`config.mk`:
```
export PLATFORM = sky130hd
export DESIGN_NAME = websocket_frame_deframer_flat
export DESIGN_NICKNAME = d
export VERILOG_FILES = /design/src/wsfd_pkg.sv /design/src/wsfd_if.sv /design/src/wsfd_parser.sv /design/src/wsfd_out_buf.sv /design/src/websocket_frame_deframer.sv /design/src/flat_wrapper.sv
export SDC_FILE = /design/constraint.sdc
export NUM_CORES = 1
export LEC_CHECK = 0
export ABC_CLOCK_PERIOD_IN_PS = 6700
export BUFFER_PORTS_ARGS = -buffer_cell sky130_fd_sc_hd__buf_2
export CORE_MARGIN = 2
export CORE_UTILIZATION = 45
export CTS_CLUSTER_DIAMETER = 30
export DETAILED_ROUTE_END_ITERATION = 12
export SLEW_MARGIN = 20
export SYNTH_ARGS = -nofsm -noshare
export SYNTH_HDL_FRONTEND = slang
export SYNTH_HIERARCHICAL = 1
export SYNTH_SLANG_ARGS = --single-unit
export TNS_END_PERCENT = 50
```
`constraint.sdc`:
```
create_clock -name clk_i -period 6.7 [get_ports clk_i]
set_clock_uncertainty 0.2 [all_clocks]
set_input_delay 1.34 -clock clk_i [delete_from_list [all_inputs] [get_ports clk_i]]
set_output_delay 1.34 -clock clk_i [all_outputs]
set_load 0.05 [all_outputs]
```
`src/wsfd_pkg.sv`:
```
`timescale 1ns / 1ps
// ----------------------------------------------------------------------------
// WebSocket frame deframer package
// Shared types and constants for the byte-serial frame decoder.
// ----------------------------------------------------------------------------
package wsfd_pkg;

  localparam int unsigned MaxPayloadW = 23;
  localparam logic [MaxPayloadW-1:0] MaxPayloadReset = 23'h400000;

  localparam logic [7:0] Len7Ext16 = 8'd126;
  localparam logic [7:0] Len7Ext64 = 8'd127;
  localparam logic [6:0] CtrlMaxLen = 7'd125;

  localparam logic [3:0] OpText  = 4'h1;
  localparam logic [3:0] OpClose = 4'h8;
  localparam logic [3:0] OpPing  = 4'h9;

  localparam logic [3:0] ExtBytes16 = 4'd2;
  localparam logic [3:0] ExtBytes64 = 4'd8;

  typedef enum logic [1:0] {
    RT_TEXT  = 2'd0,
    RT_PONG  = 2'd1,
    RT_CLOSE = 2'd2,
    RT_NONE  = 2'd3
  } route_e;

  typedef enum logic [2:0] {
    CAUSE_NONE     = 3'd0,
    CAUSE_CLOSE    = 3'd1,
    CAUSE_OVERSIZE = 3'd2,
    CAUSE_UNMASKED = 3'd3,
    CAUSE_NONFINAL = 3'd4
  } cause_e;

  typedef enum logic [5:0] {
    PH_HDR0 = 6'b000001,
    PH_HDR1 = 6'b000010,
    PH_EXT  = 6'b000100,
    PH_KEY  = 6'b001000,
    PH_DATA = 6'b010000,
    PH_DEAD = 6'b100000
  } phase_e;

  typedef struct packed {
    logic [7:0] data_byte;
    route_e     route;
    logic       last_of_frame;
    logic       empty_frame;
    logic       link_drop;
    cause_e     drop_cause;
  } wsfd_result_t;

endpackage

```
`src/wsfd_if.sv`:
```
`timescale 1ns / 1ps
// ----------------------------------------------------------------------------
// WebSocket frame deframer channels
// Valid/ready channels for received bytes and for decoded results.
// ----------------------------------------------------------------------------
interface wsfd_in_if;
  logic       valid;
  logic       ready;
  logic [7:0] rx_byte;
  logic       restart;

  modport source (output valid, output rx_byte, output restart, input ready);
  modport sink (input valid, input rx_byte, input restart, output ready);
endinterface

interface wsfd_out_if;
  logic       valid;
  logic       ready;
  logic [7:0] data_byte;
  logic [1:0] route;
  logic       last_of_frame;
  logic       empty_frame;
  logic       link_drop;
  logic [2:0] drop_cause;

  modport source (output valid, output data_byte, output route, output last_of_frame,
                  output empty_frame, output link_drop, output drop_cause, input ready);
  modport sink (input valid, input data_byte, input route, input last_of_frame,
                input empty_frame, input link_drop, input drop_cause, output ready);
endinterface

```
`src/wsfd_parser.sv`:
```
`timescale 1ns / 1ps
// ----------------------------------------------------------------------------
// WebSocket frame parser
// Header, length, mask key and payload state with a one-byte update path.
// ----------------------------------------------------------------------------
module wsfd_parser
  import wsfd_pkg::*;
#(
  parameter int unsigned LEN_BITS = 23
) (
  input  logic                   clk_i,
  input  logic                   rst_ni,
  input  logic                   accept_i,
  input  logic [7:0]             rx_byte_i,
  input  logic                   restart_i,
  input  logic [MaxPayloadW-1:0] max_payload_i,
  output logic                   res_valid_o,
  output wsfd_result_t           res_o
);

  localparam int unsigned CmpW = (LEN_BITS > MaxPayloadW) ? LEN_BITS : MaxPayloadW;

  phase_e              phase_q, phase_d;
  logic                final_q, final_d;
  logic [3:0]          opcode_q, opcode_d;
  logic [3:0]          ext_left_q, ext_left_d;
  logic [LEN_BITS-1:0] accum_q, accum_d;
  logic                over_q, over_d;
  logic [31:0]         key_q, key_d;
  logic [1:0]          pos_q, pos_d;
  logic [LEN_BITS-1:0] left_q, left_d;
  route_e              route_q, route_d;
  logic                mask_q, mask_d;

  logic                lk_valid;
  logic [LEN_BITS-1:0] lk_len;
  logic                lk_over;
  logic                lk_mask;
  logic                lk_big;
  logic                lk_ctrl_ok;
  cause_e              end_cause;
  logic [7:0]          key_byte;

  assign end_cause = !final_q ? CAUSE_NONFINAL :
                     (opcode_q == OpClose) ? CAUSE_CLOSE : CAUSE_NONE;
  assign lk_big = (CmpW'(lk_len) > CmpW'(max_payload_i));
  assign lk_ctrl_ok = (lk_len <= LEN_BITS'(CtrlMaxLen));

  always_comb begin
    unique case (pos_q)
      2'd0: key_byte = key_q[31:24];
      2'd1: key_byte = key_q[23:16];
      2'd2: key_byte = key_q[15:8];
      default: key_byte = key_q[7:0];
    endcase
  end

  always_comb begin
    phase_d    = phase_q;
    final_d    = final_q;
    opcode_d   = opcode_q;
    ext_left_d = ext_left_q;
    accum_d    = accum_q;
    over_d     = over_q;
    key_d      = key_q;
    pos_d      = pos_q;
    left_d     = left_q;
    route_d    = route_q;
    mask_d     = mask_q;
    lk_valid   = 1'b0;
    lk_len     = '0;
    lk_over    = 1'b0;
    lk_mask    = mask_q;
    res_valid_o = 1'b0;
    res_o = '{data_byte: 8'h00, route: RT_NONE, last_of_frame: 1'b0,
              empty_frame: 1'b0, link_drop: 1'b0, drop_cause: CAUSE_NONE};

    if (accept_i) begin
      if (restart_i) begin
        phase_d    = PH_HDR0;
        final_d    = 1'b0;
        opcode_d   = '0;
        ext_left_d = '0;
        accum_d    = '0;
        over_d     = 1'b0;
        key_d      = '0;
        pos_d      = '0;
        left_d     = '0;
        route_d    = RT_NONE;
        mask_d     = 1'b0;
      end else begin
        unique case (phase_q)
          PH_HDR0: begin
            final_d  = rx_byte_i[7];
            opcode_d = rx_byte_i[3:0];
            phase_d  = PH_HDR1;
          end
          PH_HDR1: begin
            mask_d  = rx_byte_i[7];
            lk_mask = rx_byte_i[7];
            accum_d = '0;
            over_d  = 1'b0;
            if ({1'b0, rx_byte_i[6:0]} == Len7Ext16 || {1'b0, rx_byte_i[6:0]} == Len7Ext64)
            begin
              ext_left_d = ({1'b0, rx_byte_i[6:0]} == Len7Ext16) ? ExtBytes16 : ExtBytes64;
              phase_d    = PH_EXT;
            end else begin
              lk_valid = 1'b1;
              lk_len   = LEN_BITS'(rx_byte_i[6:0]);
            end
          end
          PH_EXT: begin
            lk_over    = over_q | (accum_q[LEN_BITS-1 -: 8] != 8'h00);
            lk_len     = LEN_BITS'({accum_q, rx_byte_i});
            accum_d    = lk_len;
            over_d     = lk_over;
            ext_left_d = ext_left_q - 4'd1;
            lk_valid   = (ext_left_d == 4'd0);
          end
          PH_KEY: begin
            key_d = {key_q[23:0], rx_byte_i};
            pos_d = pos_q + 2'd1;
            if (pos_d == 2'd0) begin
              if (left_q == '0) begin
                res_valid_o         = 1'b1;
                res_o.route         = route_q;
                res_o.last_of_frame = 1'b1;
                res_o.empty_frame   = 1'b1;
                res_o.link_drop     = (end_cause != CAUSE_NONE);
                res_o.drop_cause    = end_cause;
                phase_d = (end_cause != CAUSE_NONE) ? PH_DEAD : PH_HDR0;
              end else begin
                phase_d = PH_DATA;
              end
            end
          end
          PH_DATA: begin
            pos_d  = pos_q + 2'd1;
            left_d = left_q - LEN_BITS'(1);
            res_valid_o     = 1'b1;
            res_o.route     = route_q;
            res_o.data_byte = (route_q == RT_NONE) ? 8'h00 : (rx_byte_i ^ key_byte);
            if (left_d == '0) begin
              res_o.last_of_frame = 1'b1;
              res_o.link_drop     = (end_cause != CAUSE_NONE);
              res_o.drop_cause    = end_cause;
              phase_d = (end_cause != CAUSE_NONE) ? PH_DEAD : PH_HDR0;
            end
          end
          PH_DEAD: begin
            phase_d = PH_DEAD;
          end
          default: begin
            phase_d = phase_q;
          end
        endcase

        if (lk_valid) begin
          accum_d = lk_len;
          over_d  = lk_over;
          if (lk_over || lk_big) begin
            res_valid_o      = 1'b1;
            res_o.link_drop  = 1'b1;
            res_o.drop_cause = CAUSE_OVERSIZE;
            phase_d          = PH_DEAD;
          end else if (!lk_mask) begin
            res_valid_o      = 1'b1;
            res_o.link_drop  = 1'b1;
            res_o.drop_cause = CAUSE_UNMASKED;
            phase_d          = PH_DEAD;
          end else begin
            priority if (!final_q) begin
              route_d = RT_NONE;
            end else if (opcode_q == OpText) begin
              route_d = RT_TEXT;
            end else if (opcode_q == OpPing) begin
              route_d = lk_ctrl_ok ? RT_PONG : RT_NONE;
            end else if (opcode_q == OpClose) begin
              route_d = lk_ctrl_ok ? RT_CLOSE : RT_NONE;
            end else begin
              route_d = RT_NONE;
            end
            left_d  = lk_len;
            pos_d   = '0;
            key_d   = '0;
            phase_d = PH_KEY;
          end
        end
      end
    end
  end

  always_ff @(posedge clk_i or negedge rst_ni) begin
    if (!rst_ni) begin
      phase_q    <= PH_HDR0;
      final_q    <= 1'b0;
      opcode_q   <= '0;
      ext_left_q <= '0;
      accum_q    <= '0;
      over_q     <= 1'b0;
      key_q      <= '0;
      pos_q      <= '0;
      left_q     <= '0;
      route_q    <= RT_NONE;
      mask_q     <= 1'b0;
    end else begin
      phase_q    <= phase_d;
      final_q    <= final_d;
      opcode_q   <= opcode_d;
      ext_left_q <= ext_left_d;
      accum_q    <= accum_d;
      over_q     <= over_d;
      key_q      <= key_d;
      pos_q      <= pos_d;
      left_q     <= left_d;
      route_q    <= route_d;
      mask_q     <= mask_d;
    end
  end

  // A dropped link stays silent until a restart.
  assert property (@(posedge clk_i) disable iff (!rst_ni)
    (res_valid_o && res_o.link_drop) |=> (phase_q == PH_DEAD))
    else $error("link drop did not park the parser");

  assert property (@(posedge clk_i) disable iff (!rst_ni)
    (phase_q == PH_DEAD && accept_i && !restart_i) |-> !res_valid_o)
    else $error("result produced on a dropped link");

  assert property (@(posedge clk_i) disable iff (!rst_ni)
    (res_valid_o && res_o.empty_frame) |-> (res_o.last_of_frame && phase_q == PH_KEY))
    else $error("empty frame result outside the end of the mask key");

endmodule

```
`src/wsfd_out_buf.sv`:
```
`timescale 1ns / 1ps
// ----------------------------------------------------------------------------
// WebSocket frame deframer result buffer
// Output register with a skid stage so the parser keeps accepting bytes.
// ----------------------------------------------------------------------------
module wsfd_out_buf
  import wsfd_pkg::*;
(
  input  logic         clk_i,
  input  logic         rst_ni,
  input  logic         push_i,
  input  wsfd_result_t res_i,
  output logic         space_o,
  output logic         out_valid_o,
  input  logic         out_ready_i,
  output wsfd_result_t out_o
);

  logic         out_valid_q;
  logic         skid_valid_q;
  wsfd_result_t out_q;
  wsfd_result_t skid_q;
  logic         out_free;

  assign out_free    = !out_valid_q || out_ready_i;
  assign space_o     = !skid_valid_q;
  assign out_valid_o = out_valid_q;
  assign out_o       = out_q;

  always_ff @(posedge clk_i or negedge rst_ni) begin
    if (!rst_ni) begin
      out_valid_q  <= 1'b0;
      skid_valid_q <= 1'b0;
    end else if (out_free) begin
      out_valid_q  <= skid_valid_q || push_i;
      skid_valid_q <= skid_valid_q && push_i;
    end else if (push_i) begin
      skid_valid_q <= 1'b1;
    end
  end

  always_ff @(posedge clk_i) begin
    if (out_free) begin
      if (skid_valid_q) begin
        out_q <= skid_q;
        if (push_i) begin
          skid_q <= res_i;
        end
      end else if (push_i) begin
        out_q <= res_i;
      end
    end else if (push_i) begin
      skid_q <= res_i;
    end
  end

  assert property (@(posedge clk_i) disable iff (!rst_ni)
    skid_valid_q |-> out_valid_q)
    else $error("skid stage holds a transfer ahead of an empty output register");

endmodule

```
`src/websocket_frame_deframer.sv`:
```
`timescale 1ns / 1ps
// ----------------------------------------------------------------------------
// WebSocket frame deframer
// Decodes WebSocket frames one byte per cycle while input is ready; routes payload.
//
//   Port         Dir   Kind                Carries
//   in_if        in    valid/ready         rx_byte, restart
//   out_if       out   valid/ready         data_byte, route, flags, drop cause
//   cfg_we_i     in    write strobe        max_payload write
//
// One byte is taken per cycle while input is ready; each transfer updates the
// parser state and writes any result at the same edge into the output register,
// or into the skid stage while the output register is held.
// A skid stage behind the output register holds one result while the output
// is stalled, keeping input ready; input stalls only while both output stages are full.
// Reset returns the parser to the first header byte and max_payload to 4 MiB.
// ----------------------------------------------------------------------------
module websocket_frame_deframer
  import wsfd_pkg::*;
#(
  parameter int unsigned LEN_BITS = 23
) (
  input  logic                   clk_i,
  input  logic                   rst_ni,
  input  logic                   cfg_we_i,
  input  logic [MaxPayloadW-1:0] cfg_wdata_i,
  wsfd_in_if.sink                in_if,
  wsfd_out_if.source             out_if
);

  logic [MaxPayloadW-1:0] max_payload_q;
  logic                   space;
  logic                   accept;
  logic                   res_valid;
  wsfd_result_t           res;
  wsfd_result_t           out_res;

  assign in_if.ready = space;
  assign accept      = in_if.valid && space;

  always_ff @(posedge clk_i or negedge rst_ni) begin
    if (!rst_ni) begin
      max_payload_q <= MaxPayloadReset;
    end else if (cfg_we_i) begin
      max_payload_q <= cfg_wdata_i;
    end
  end

  wsfd_parser #(
    .LEN_BITS(LEN_BITS)
  ) u_parser (
    .clk_i        (clk_i),
    .rst_ni       (rst_ni),
    .accept_i     (accept),
    .rx_byte_i    (in_if.rx_byte),
    .restart_i    (in_if.restart),
    .max_payload_i(max_payload_q),
    .res_valid_o  (res_valid),
    .res_o        (res)
  );

  wsfd_out_buf u_out_buf (
    .clk_i      (clk_i),
    .rst_ni     (rst_ni),
    .push_i     (res_valid),
    .res_i      (res),
    .space_o    (space),
    .out_valid_o(out_if.valid),
    .out_ready_i(out_if.ready),
    .out_o      (out_res)
  );

  assign out_if.data_byte     = out_res.data_byte;
  assign out_if.route         = out_res.route;
  assign out_if.last_of_frame = out_res.last_of_frame;
  assign out_if.empty_frame   = out_res.empty_frame;
  assign out_if.link_drop     = out_res.link_drop;
  assign out_if.drop_cause    = out_res.drop_cause;

endmodule

```
`src/flat_wrapper.sv`:
```
// flat-port wrapper written by rule: the top's interface ports become plain ports
module websocket_frame_deframer_flat import wsfd_pkg::*;
#(
  parameter int unsigned LEN_BITS = 23
)
  (clk_i, rst_ni, cfg_we_i, cfg_wdata_i, in_if_valid, in_if_rx_byte, in_if_restart, in_if_ready, out_if_valid, out_if_data_byte, out_if_route, out_if_last_of_frame, out_if_empty_frame, out_if_link_drop, out_if_drop_cause, out_if_ready);
  wsfd_in_if in_if_i ();
  wsfd_out_if out_if_i ();
  input  logic clk_i;
  input  logic rst_ni;
  input  logic cfg_we_i;
  input  logic [MaxPayloadW-1:0] cfg_wdata_i;
  input wire logic [$bits(in_if_i.valid)-1:0] in_if_valid;
  input wire logic [$bits(in_if_i.rx_byte)-1:0] in_if_rx_byte;
  input wire logic [$bits(in_if_i.restart)-1:0] in_if_restart;
  output wire logic [$bits(in_if_i.ready)-1:0] in_if_ready;
  output wire logic [$bits(out_if_i.valid)-1:0] out_if_valid;
  output wire logic [$bits(out_if_i.data_byte)-1:0] out_if_data_byte;
  output wire logic [$bits(out_if_i.route)-1:0] out_if_route;
  output wire logic [$bits(out_if_i.last_of_frame)-1:0] out_if_last_of_frame;
  output wire logic [$bits(out_if_i.empty_frame)-1:0] out_if_empty_frame;
  output wire logic [$bits(out_if_i.link_drop)-1:0] out_if_link_drop;
  output wire logic [$bits(out_if_i.drop_cause)-1:0] out_if_drop_cause;
  input wire logic [$bits(out_if_i.ready)-1:0] out_if_ready;
  assign in_if_i.valid = in_if_valid;
  assign in_if_i.rx_byte = in_if_rx_byte;
  assign in_if_i.restart = in_if_restart;
  assign in_if_ready = in_if_i.ready;
  assign out_if_valid = out_if_i.valid;
  assign out_if_data_byte = out_if_i.data_byte;
  assign out_if_route = out_if_i.route;
  assign out_if_last_of_frame = out_if_i.last_of_frame;
  assign out_if_empty_frame = out_if_i.empty_frame;
  assign out_if_link_drop = out_if_i.link_drop;
  assign out_if_drop_cause = out_if_i.drop_cause;
  assign out_if_i.ready = out_if_ready;
  websocket_frame_deframer #(.LEN_BITS(LEN_BITS)) u_core (.clk_i(clk_i), .rst_ni(rst_ni), .cfg_we_i(cfg_we_i), .cfg_wdata_i(cfg_wdata_i), .in_if(in_if_i), .out_if(out_if_i));
endmodule
```
==> After elaboration in Yosys (flattened, before gate mapping) <==
Cells that the tools add are included.
{ "word_totals": {"out_inout_bits": 18, "inputBits": 37, "mem_count": 0, "latch_bits": 0, "word_cells": 179, "rom_bits": 0, "mem_bits_rw": 0, "regBits": 156} }
{ "classes": {"n_shift": 0, "n_reduce_logical": 30, "muxes": 96, "order_cmp": 2, "n_eq_ne": 20, "div_mod_pow": 0, "bitwise": 2, "addsub": 3, "mul": 0} }
{ "ops": {"columns": ["operator", "count"], "rows": [
  ["$mux 23", 9],
  ["$mux 32", 5],
  ["$mux 16", 7],
  ["$pmux 23 s2", 2],
  ["$mux 6", 9],
  ["$logic_not 23->1", 2],
  ["$mux 4", 9],
  ["$mux 8", 4],
  ["$pmux 6 s5", 1],
  ["$mux 1", 28],
  ["$mux 2", 13],
  ["$pmux 8 s3", 1],
  ["$gt 23x23->1", 1],
  ["$le 23x7->1 const B", 1],
  ["$sub 23x1->23 const B", 1],
  ["$pmux 4 s2", 2],
  ["$eq 7x7->1 const B", 2],
  ["$ne 4x4->1 const B", 3],
  ["$reduce_bool 2->1", 5],
  ["$eq 4x4->1 const B", 2],
  ["$reduce_bool 8->1", 1],
  ["$xor 8x8->8", 1],
  ["$mux 7", 1],
  ["$reduce_bool 7->1", 1],
  ["other kinds (29)", 42]
]} }

==> Logic depth before layout (Yosys ltp) <==
Gate-level depths: netlist (run 1).
{ "depth": {"ltp_word": 16, "mapped_depth": 19, "ltp_nobuf": 16} }

==> Hierarchy <==
Netlist (run 1), hierarchy kept.
{ "modules_own_cells": {"columns": ["module", "instances", "cells_per_inst", "area_per_inst_um2"], "rows": [
  ["wsfd_parser", 1, 706, 6288.5],
  ["wsfd_out_buf", 1, 59, 1318.8],
  ["websocket_frame_deframer", 1, 49, 864.6]
]} }

==> Worst setup path before layout (run 1) <==
Ideal clock, no wire load.
{ "synth_path": {"path_kind": "input-to-reg", "start": "in in_if_valid", "end": "reg u_core.u_out_buf.out_q, in the netlist u_core/u_out_buf/out_o[0] (enable)", "path_buffers": 2, "setup_ns": 0.388, "t_arrival_ns": 5.011, "setup_slack_ns": 1.101, "path_stages": 17, "cell_sequence": "and2_1 -> clkbuf_1 -> nand2_1 -> nor2_1 -> clkbuf_1 -> nand2_1 -> inv_1 -> ha_1 -> nand4_1 -> nor3_1 -> inv_1 -> o211ai_1 -> a21oi_1 -> a21o_1 -> a21oi_1 -> nor2_1 -> nor2_1"} }
{ "synth_via": {"elab_chain_cells": 10} }
{ "synth_rtl": {"columns": ["item", "line", "rtl"], "rows": [
  ["start, declared", "flat_wrapper.sv:13", "input wire logic [$bits(in_if_i.valid)-1:0] in_if_valid;"],
  ["$logic_and 1x1->1 *", "websocket_frame_deframer.sv:39", "assign accept = in_if.valid && space;"],
  ["$mux 23", "wsfd_parser.sv:78", "if (accept_i) begin"],
  ["$gt 23x23->1", "wsfd_parser.sv:46", "assign lk_big = (CmpW'(lk_len) > CmpW'(max_payload_i));"],
  ["$logic_or 1x1->1", "wsfd_parser.sv:161", "if (lk_over || lk_big) begin"],
  ["$mux 1", "wsfd_parser.sv:161", null],
  ["$mux 1", "wsfd_parser.sv:158", "if (lk_valid) begin"],
  ["$mux 1", "wsfd_parser.sv:79", "if (restart_i) begin"],
  ["$mux 1 *", "wsfd_parser.sv:78", null],
  ["via u_core.res_valid", "websocket_frame_deframer.sv:34", "logic res_valid;"],
  ["$reduce_bool 2->1 (no line) *", null, null],
  ["$reduce_and 2->1 (no line) *", null, null],
  ["end signal, assigned", "wsfd_out_buf.sv:45", "out_q <= skid_q;"],
  ["end signal, assigned", "wsfd_out_buf.sv:50", "out_q <= res_i;"],
  ["end, declared", "wsfd_out_buf.sv:21", "wsfd_result_t out_q;"]
]} }
Mark *: on every way through the listed nets, which the timed path passes. The rest lies on a longest branch.
A chain may end at the register's enable or synchronous reset.

==> results of run 1 <==
[cell families (layout without fill, tap and decap cells)]
family                   count (synthesis)  count (layout)
AND/OR/NAND/NOR                        276             276
buffers and inverters                   92             147
XOR/XNOR                                17              17
adder cells (fa/ha/maj)                 33              33
flip-flops                             156             156
AO/OA/AOI/OAI                          196             196
multiplexers                            44              44
[layer usage]
metal  GRT usage  wire length, um  up-vias
met2      0.3886            10960      236
met4     0.09105              642        0
met5           0                0        -
li1            -                -     3076
met1      0.2912             9394     3276
met3     0.04348             1234       39
[stage by stage]
step / setup slack [ns] / power (mW) / area (um^2)
after floorplan: 1.101 / 1.487 / 8472
after global placement: 0.6852 / 1.631 / 8916
after detailed placement: 0.5331 / 1.650 / 8942
after CTS: 0.9697 / 2.624 / 9533
after global routing: 0.9141 / 2.732 / 9535
final: 1.220 / 2.608 / 9535
[flip-flops by register name (all words and copies together) (netlist names)]
signal and flops:
u_core/max_payload_q 23, u_core/u_parser/left_q 23, u_core/u_parser/ext_left_q 4, u_core/u_parser/opcode_q 4
u_core/u_out_buf/skid_q 16, u_core/u_parser/route_q 2, u_core/u_parser/accum_q 23, u_core/u_parser/key_q 32
u_core/u_parser/final_q 1, u_core/u_out_buf/out_o 16, u_core/u_out_buf/out_valid_o 1, u_core/u_parser/phase_q 6
u_core/u_parser/pos_q 2, u_core/u_parser/over_q 1, u_core/u_out_buf/skid_valid_q 1, u_core/u_parser/mask_q 1
[cell usage after synthesis, drive strengths merged (3+ instances only)]
library cell  number
o21ai             40
a211oi            10
buf               12
inv               48
nand4b             4
mux2i              4
and4               4
dfrtp            120
o211ai             3
a21oi             25
o21a               9
nor2b              7
nor4              14
a21o              12
or3                9
a221oi             4
clkbuf            31
a31oi              7
or4                4
dfstp              4
nor3b              4
nand2b            11
xor2               3
nand3             21
nor3              26
a22oi              8
and2              15
o2bb2ai            5
o31ai              6
o311a              5
a22o              36
a222oi             8
xnor2             14
nand4             14
edfxtp            32
nand2             89
mux2              40
nor2              45
ha                32
[cell usage in the layout, fill, tap and decap left out, types with 5 or more instances in the layout]
master / synthesis / final
sky130_fd_sc_hd__mux2_2: 24 / 24
sky130_fd_sc_hd__nand3_1: 21 / 21
sky130_fd_sc_hd__a222oi_1: 8 / 8
sky130_fd_sc_hd__o311a_1: 5 / 5
sky130_fd_sc_hd__clkbuf_16: 0 / 19
sky130_fd_sc_hd__o21a_1: 9 / 9
sky130_fd_sc_hd__a211oi_1: 9 / 9
sky130_fd_sc_hd__nand2_1: 89 / 89
sky130_fd_sc_hd__nor2b_1: 6 / 6
sky130_fd_sc_hd__a31oi_1: 7 / 7
sky130_fd_sc_hd__edfxtp_1: 32 / 32
sky130_fd_sc_hd__or3_1: 9 / 9
sky130_fd_sc_hd__buf_2: 5 / 53
sky130_fd_sc_hd__buf_4: 2 / 11
sky130_fd_sc_hd__dfrtp_1: 120 / 120
sky130_fd_sc_hd__and2_1: 15 / 15
sky130_fd_sc_hd__a22oi_1: 8 / 8
sky130_fd_sc_hd__nor2_1: 43 / 42
sky130_fd_sc_hd__xnor2_1: 14 / 14
sky130_fd_sc_hd__mux2_4: 16 / 16
sky130_fd_sc_hd__o2bb2ai_1: 5 / 5
sky130_fd_sc_hd__nor4_1: 12 / 12
sky130_fd_sc_hd__o21ai_0: 37 / 37
sky130_fd_sc_hd__nand2b_1: 11 / 11
sky130_fd_sc_hd__nor3_1: 24 / 24
sky130_fd_sc_hd__a21oi_1: 25 / 25
sky130_fd_sc_hd__a21o_1: 12 / 12
sky130_fd_sc_hd__nand4_1: 13 / 13
sky130_fd_sc_hd__inv_1: 48 / 48
sky130_fd_sc_hd__ha_1: 32 / 32
sky130_fd_sc_hd__inv_6: 0 / 7
sky130_fd_sc_hd__a22o_1: 36 / 36
sky130_fd_sc_hd__o31ai_1: 5 / 5
[area by class of cell]
type / instances / share of cell area
Timing Repair Buffer: 66 / 0.03923
Clock buffer: 20 / 0.05026
Clock inverter: 12 / 0.01168
Tap cell: 234 / 0.03070
Multi-Input combinational cell: 566 / 0.4221
Sequential cell: 156 / 0.4267
Inverter: 49 / 0.01929
[final timing paths]
path / startpoint / endpoint
worst max-delay path: in_if_valid / u_core/u_out_buf/skid_q[15]
worst min-delay path: u_core/u_parser/accum_q[16] / u_core/u_parser/accum_q[16]
worst max register to register: u_core/u_out_buf/skid_valid_q / u_core/u_out_buf/skid_q[15]
worst min register to register: u_core/u_parser/accum_q[16] / u_core/u_parser/accum_q[16]
max in group asynchronous: rst_ni / u_core/u_parser/ext_left_q[3]
min in group asynchronous: rst_ni / u_core/u_out_buf/out_valid_o
[power breakdown]
part           switching [mW]  internal, mW  total [mW]  leakage, nW
logic                   0.331         0.190       0.521         2.18
clock network           0.431         0.536       0.967        0.289
registers              0.0797          1.04        1.12         1.97
[worst max-delay path, stage by stage]
cell and delay (ns):
sky130_fd_sc_hd__buf_2 0.07, sky130_fd_sc_hd__and2_1 0.20, sky130_fd_sc_hd__nand2_1 0.12, sky130_fd_sc_hd__nor2_2 0.59, sky130_fd_sc_hd__nand2_1 0.22, sky130_fd_sc_hd__inv_1 0.09, sky130_fd_sc_hd__ha_1 0.17, sky130_fd_sc_hd__nand4_1 0.10
sky130_fd_sc_hd__nor3_1 0.50, sky130_fd_sc_hd__inv_1 0.09, sky130_fd_sc_hd__o211ai_1 0.47, sky130_fd_sc_hd__a21oi_1 0.24, sky130_fd_sc_hd__a21o_1 0.23, sky130_fd_sc_hd__a21oi_1 0.25, sky130_fd_sc_hd__o21a_1 0.63
==> results.ini, run 1 <==
[layout]
multi_input_comb_area_mm2 = 0.004025
final-instance-count-excl-fill = 1103
finish.utilization = 0.5132
final-seq-area_mm2 = 0.004069
flow.area_growth_from_synthesis_pct = 12.55
drive_above_1_share = 0.1830
layout.nets = 925
antennaDiodeCount = 0
filler_cell_count = 1694

[logic_synthesis]
synth_seq_area_share = 0.4803
cell_taking_the_most_area_after_synthesis = sky130_fd_sc_hd__dfrtp_1
synth_compound_gate_area_share = 0.1732
synth-edff-count = 32
yosys.area_share.simple = 0.1694
synth-xor-area-share = 0.01757
yosysWarningCount = 6
yosys-mux-area-fraction = 0.06498
syn_avg_cell_area_um2 = 10.41
postSynth.topFlopCell = sky130_fd_sc_hd__dfrtp_1
synth.lib_cells_used.distinct = 76
synth-adder-area-share = 0.04859
post-synth-top-area-fraction = 0.3545
synth_top_family_by_area = compound AO/OA/AOI/OAI gates
synth-async-reset-ratio = 0.7949
synth_cells = 814
mappedNetlistNets = 883
synthesis.area_mm2 = 0.008472
synth.ff_latch_count = 156
ys_top_cells_by_area = sky130_fd_sc_hd__dfrtp_1 (35%), sky130_fd_sc_hd__edfxtp_1 (11%), sky130_fd_sc_hd__ha_1 (4.7%), sky130_fd_sc_hd__nand2_1 (3.9%), sky130_fd_sc_hd__a22o_1 (3.7%)

[worst_hold_path]
min_delay_path_depth = 1
holdCritPathClass = flip-flop to flip-flop

[power_and_ir_drop]
total_leakage_power_nw = 4.442
irDropWorstVdd_v = 0.0001615
power_density_mw_per_mm2 = 273.5

[floorplanning]
floorplan.die_area_mm2 = 0.01994
dieWidth_um = 141.2
floorplan.die.height_um = 141.2
core_area_mm2 = 0.01858
core.rowCount = 50
effective_utilization_at_floorplan = 0.4560
boundaryPins = 55

[drt]
via_count = 6627
drt-initial-drc-count = 601
drc = 0
detailedRoute.firstPassIterationCount = 5
route.antenna.remaining_nets = 0
drt_wl_total_mm = 22.24
average_via_count_per_standard_cell = 6.008
average_detailed_routed_wire_length_per_instance_um = 20.16

[setup_path]
cp_data_arrival_time_ns = 5.34
cp_data_required_time_ns = 6.56
worstPathMaxFanout = 17
crit_path_end_kind = flip-flop
crit_type = input port to flip-flop
reg2reg_slack_ns = 1.51
ff2ff_path_depth = 16
startpoint_type = input port

[sta]
final_min_period_over_clock_period = 0.8180
setup-violations-final = 0
hold_viol = 0
timing_worst_slew_pin_value_ns = 0.8750
highest_clock_rate_mhz = 182.5
setup_repair_after_global_routing_missed_its_margin = false
timing.setup.tns_ns = 0
final_period_minus_worst_setup_slack_ns = 5.481
holdWs_ns = 0.2750
final_max_slew_viol_count = 0
max_slew_margin = 0.4167

[clock_network]
tritoncts = done
root_driver = sky130_fd_sc_hd__clkbuf_16
cts_buffers = 17
cts.htree.levels = 4
post_cts_resize_count = 0
cts_hold_buffers = 0
cts.clk_slew.worst_paths_ns = 0.06
clkSinkCount = 156
clock_path_buffers = 2
insertion_delay_ns = 0.43
post_cts_buffers = 0

[global_routing]
first_pass_grt_wire_length_mm = 35.75
antenna_found_initial = 0
grt_pass1_vias = 6646
grt_overflow = 0
globalRouteTotalUtil = 0.2295
grt_start_max_net_pins = 70

[place]
gp_routability_congestion = 0.9311
port_buffers = 54
placed_cells_incl_taps = 1071
dpl.hpwl_mm = 15.62

[run]
drv.max_cap_violation_count = 0

[run_status]
outcome = finished clean

Power figures use the tool's default switching activity.
==> inputs of run 2 (changes only) <==
Settings changed: ABC_CLOCK_PERIOD_IN_PS 6700 to 5450.
Clock period 6.7 ns to 5.45 ns, I/O delays scaled along.
==> results.ini, run 2 (same netlist as run 1, synthesis figures left out) <==
[clock_network]
post_cts_resize_count = 0
insertion_delay_ns = 0.43
cts.htree.levels = 4
tritoncts = done
root_driver = sky130_fd_sc_hd__clkbuf_16
cts_hold_buffers = 0
post_cts_buffers = 0
clkSinkCount = 156
cts_buffers = 17
cts.clk_slew.worst_paths_ns = 0.06
clock_path_buffers = 2

[place]
port_buffers = 54
gp_routability_congestion = 0.9242
dpl.hpwl_mm = 15.43
dpl_cell_area_mm2 = 0.008981
placed_cells_incl_taps = 1076

[floorplanning]
effective_utilization_at_floorplan = 0.4560
core.rowCount = 50
boundaryPins = 55
floorplan.die.height_um = 141.2
dieWidth_um = 141.2
floorplan.die_area_mm2 = 0.01994
core_area_mm2 = 0.01858

[setup_path]
crit_path_end_kind = flip-flop
crit_type = input port to flip-flop
r2r_start = u_core/u_parser/phase_q[5]
cp_data_required_time_ns = 5.37
reg2reg_slack_ns = 0.67
startpoint_type = input port
worstPathMaxFanout = 17
timing.critical_path.from = in_if_valid
cp_data_arrival_time_ns = 4.73

[global_routing]
antenna_found_initial = 0
grt_start_max_net_pins = 44
globalRouteTotalUtil = 0.2280
grt_pass1_vias = 6775
grt_overflow = 0
first_pass_grt_wire_length_mm = 35.47

[power_and_ir_drop]
power.clock.fraction = 0.375
switching_share = 0.3091
power_density_mw_per_mm2 = 338.4
irDropWorstVdd_v = 0.0002405
finalPower_mw = 3.241
total_leakage_power_nw = 4.465
sequentialPowerShare = 0.426
combinationalPowerShare = 0.198
power_report.internal_total_mw = 2.239
power.switching_mw = 1.002

[layout]
layout.cells.most_common = sky130_fd_sc_hd__dfrtp_1
flow.area_growth_from_synthesis_pct = 13.06
drive_above_1_share = 0.1854
layout.nets = 930
post-route-cell-area_mm2 = 0.009578
antennaDiodeCount = 0
largest_register_ff_count = 32
max_flop_register = u_core/u_parser/key_q
final-instance-count-excl-fill = 1108
layout.cells.most_common_list = sky130_fd_sc_hd__dfrtp_1 (120), sky130_fd_sc_hd__nand2_1 (89), sky130_fd_sc_hd__buf_2 (53)
filler_cell_count = 1652

[sta]
final_period_minus_worst_setup_slack_ns = 4.812
holdWs_ns = 0.2768
timing.setup.tns_ns = 0
max_slew_margin = 0.3691
highest_clock_rate_mhz = 207.8
final_min_period_over_clock_period = 0.8830
setup_repair_after_global_routing_missed_its_margin = false
hold_viol = 0
setup-violations-final = 0
final_max_slew_viol_count = 0
timing_worst_slew_pin_value_ns = 0.9431

[drt]
drt-initial-drc-count = 627
drt_wl_total_mm = 21.83
route.antenna.remaining_nets = 0
average_detailed_routed_wire_length_per_instance_um = 19.70
detailedRoute.firstPassIterationCount = 5
average_via_count_per_standard_cell = 6.063
via_count = 6718
drc = 0

[worst_hold_path]
holdCritPathClass = flip-flop to flip-flop
hold_start = u_core/u_parser/accum_q[19]

[run]
drv.max_cap_violation_count = 0

[run_status]
outcome = finished clean

==> run 2: cell types whose count changed in the layout (fill, tap and decap cells not counted), moves of 2 or more <==
cell / change
sky130_fd_sc_hd__buf_4: +6
sky130_fd_sc_hd__bufinv_16: +3
sky130_fd_sc_hd__clkbuf_16: -2
sky130_fd_sc_hd__clkinv_2: +3
sky130_fd_sc_hd__inv_6: -4
sky130_fd_sc_hd__inv_8: -3
==> run 2: area by class of cell <==
| cell class | instances | area (um^2) | share of cell area |
|---|---|---|---|
| multi-input combinational | 566 | 4023 | 0.4200 |
| clock inverter | 14 | 167.7 | 0.01750 |
| sequential | 156 | 4069 | 0.4248 |
| timing repair buffer | 71 | 412.9 | 0.04311 |
| tap | 234 | 292.8 | 0.03057 |
| inverter | 49 | 183.9 | 0.01920 |
| clock buffer | 18 | 429.2 | 0.04481 |
==> run 2: per-layer routing <==
metal,track usage,share of wire
met1,0.2965,0.43
met4,0.08684,0.021
met5,0,0
met3,0.04552,0.060
met2,0.3776,0.49
==> run 2: final timing paths <==
check | endpoint | depth (start not counted)
worst max register to register | u_core/u_out_buf/out_o[10] | 18
worst max-delay path | u_core/u_out_buf/out_o[10] | 19
max in group asynchronous | u_core/u_parser/left_q[5] | 2
worst min-delay path | u_core/u_parser/accum_q[19] | 2
min in group asynchronous | u_core/u_out_buf/out_valid_o | 1
worst min register to register | u_core/u_parser/accum_q[19] | 2
==> run 2: power groups by stage <==
stage,sequential [mW],combinational (mW),clock [mW]
after floorplan,1.39,0.436,0
after global placement,1.40,0.613,0
after detailed placement,1.40,0.632,0
after CTS,1.38,0.636,1.24
after global routing,1.39,0.706,1.29
final,1.38,0.643,1.22
==> run 2: critical path, cell delays in order <==
cell and delay (ns):
sky130_fd_sc_hd__buf_2 0.09, sky130_fd_sc_hd__and2_1 0.21, sky130_fd_sc_hd__nand2_1 0.11, sky130_fd_sc_hd__nor2_1 0.06
sky130_fd_sc_hd__buf_4 0.19, sky130_fd_sc_hd__nand2_1 0.16, sky130_fd_sc_hd__inv_1 0.12, sky130_fd_sc_hd__ha_1 0.33
sky130_fd_sc_hd__nand4_1 0.13, sky130_fd_sc_hd__nor3_1 0.37, sky130_fd_sc_hd__buf_4 0.21, sky130_fd_sc_hd__o211ai_1 0.09
sky130_fd_sc_hd__o211ai_1 0.30, sky130_fd_sc_hd__a21oi_1 0.25, sky130_fd_sc_hd__a21o_1 0.23, sky130_fd_sc_hd__a21oi_1 0.32
sky130_fd_sc_hd__nor2_1 0.10, sky130_fd_sc_hd__nor2_1 0.11, sky130_fd_sc_hd__buf_4 0.23
==> run 2: through the flow <==
step	util	worst slack [ns]
6_report	0.5155	0.6379
5_1_grt	0.5155	0.3670
4_1_cts	0.5155	0.6337
2_1_floorplan	-	0.1009
3_3_place_gp	0.4834	0.2343
3_5_place_dp	0.4834	0.1724
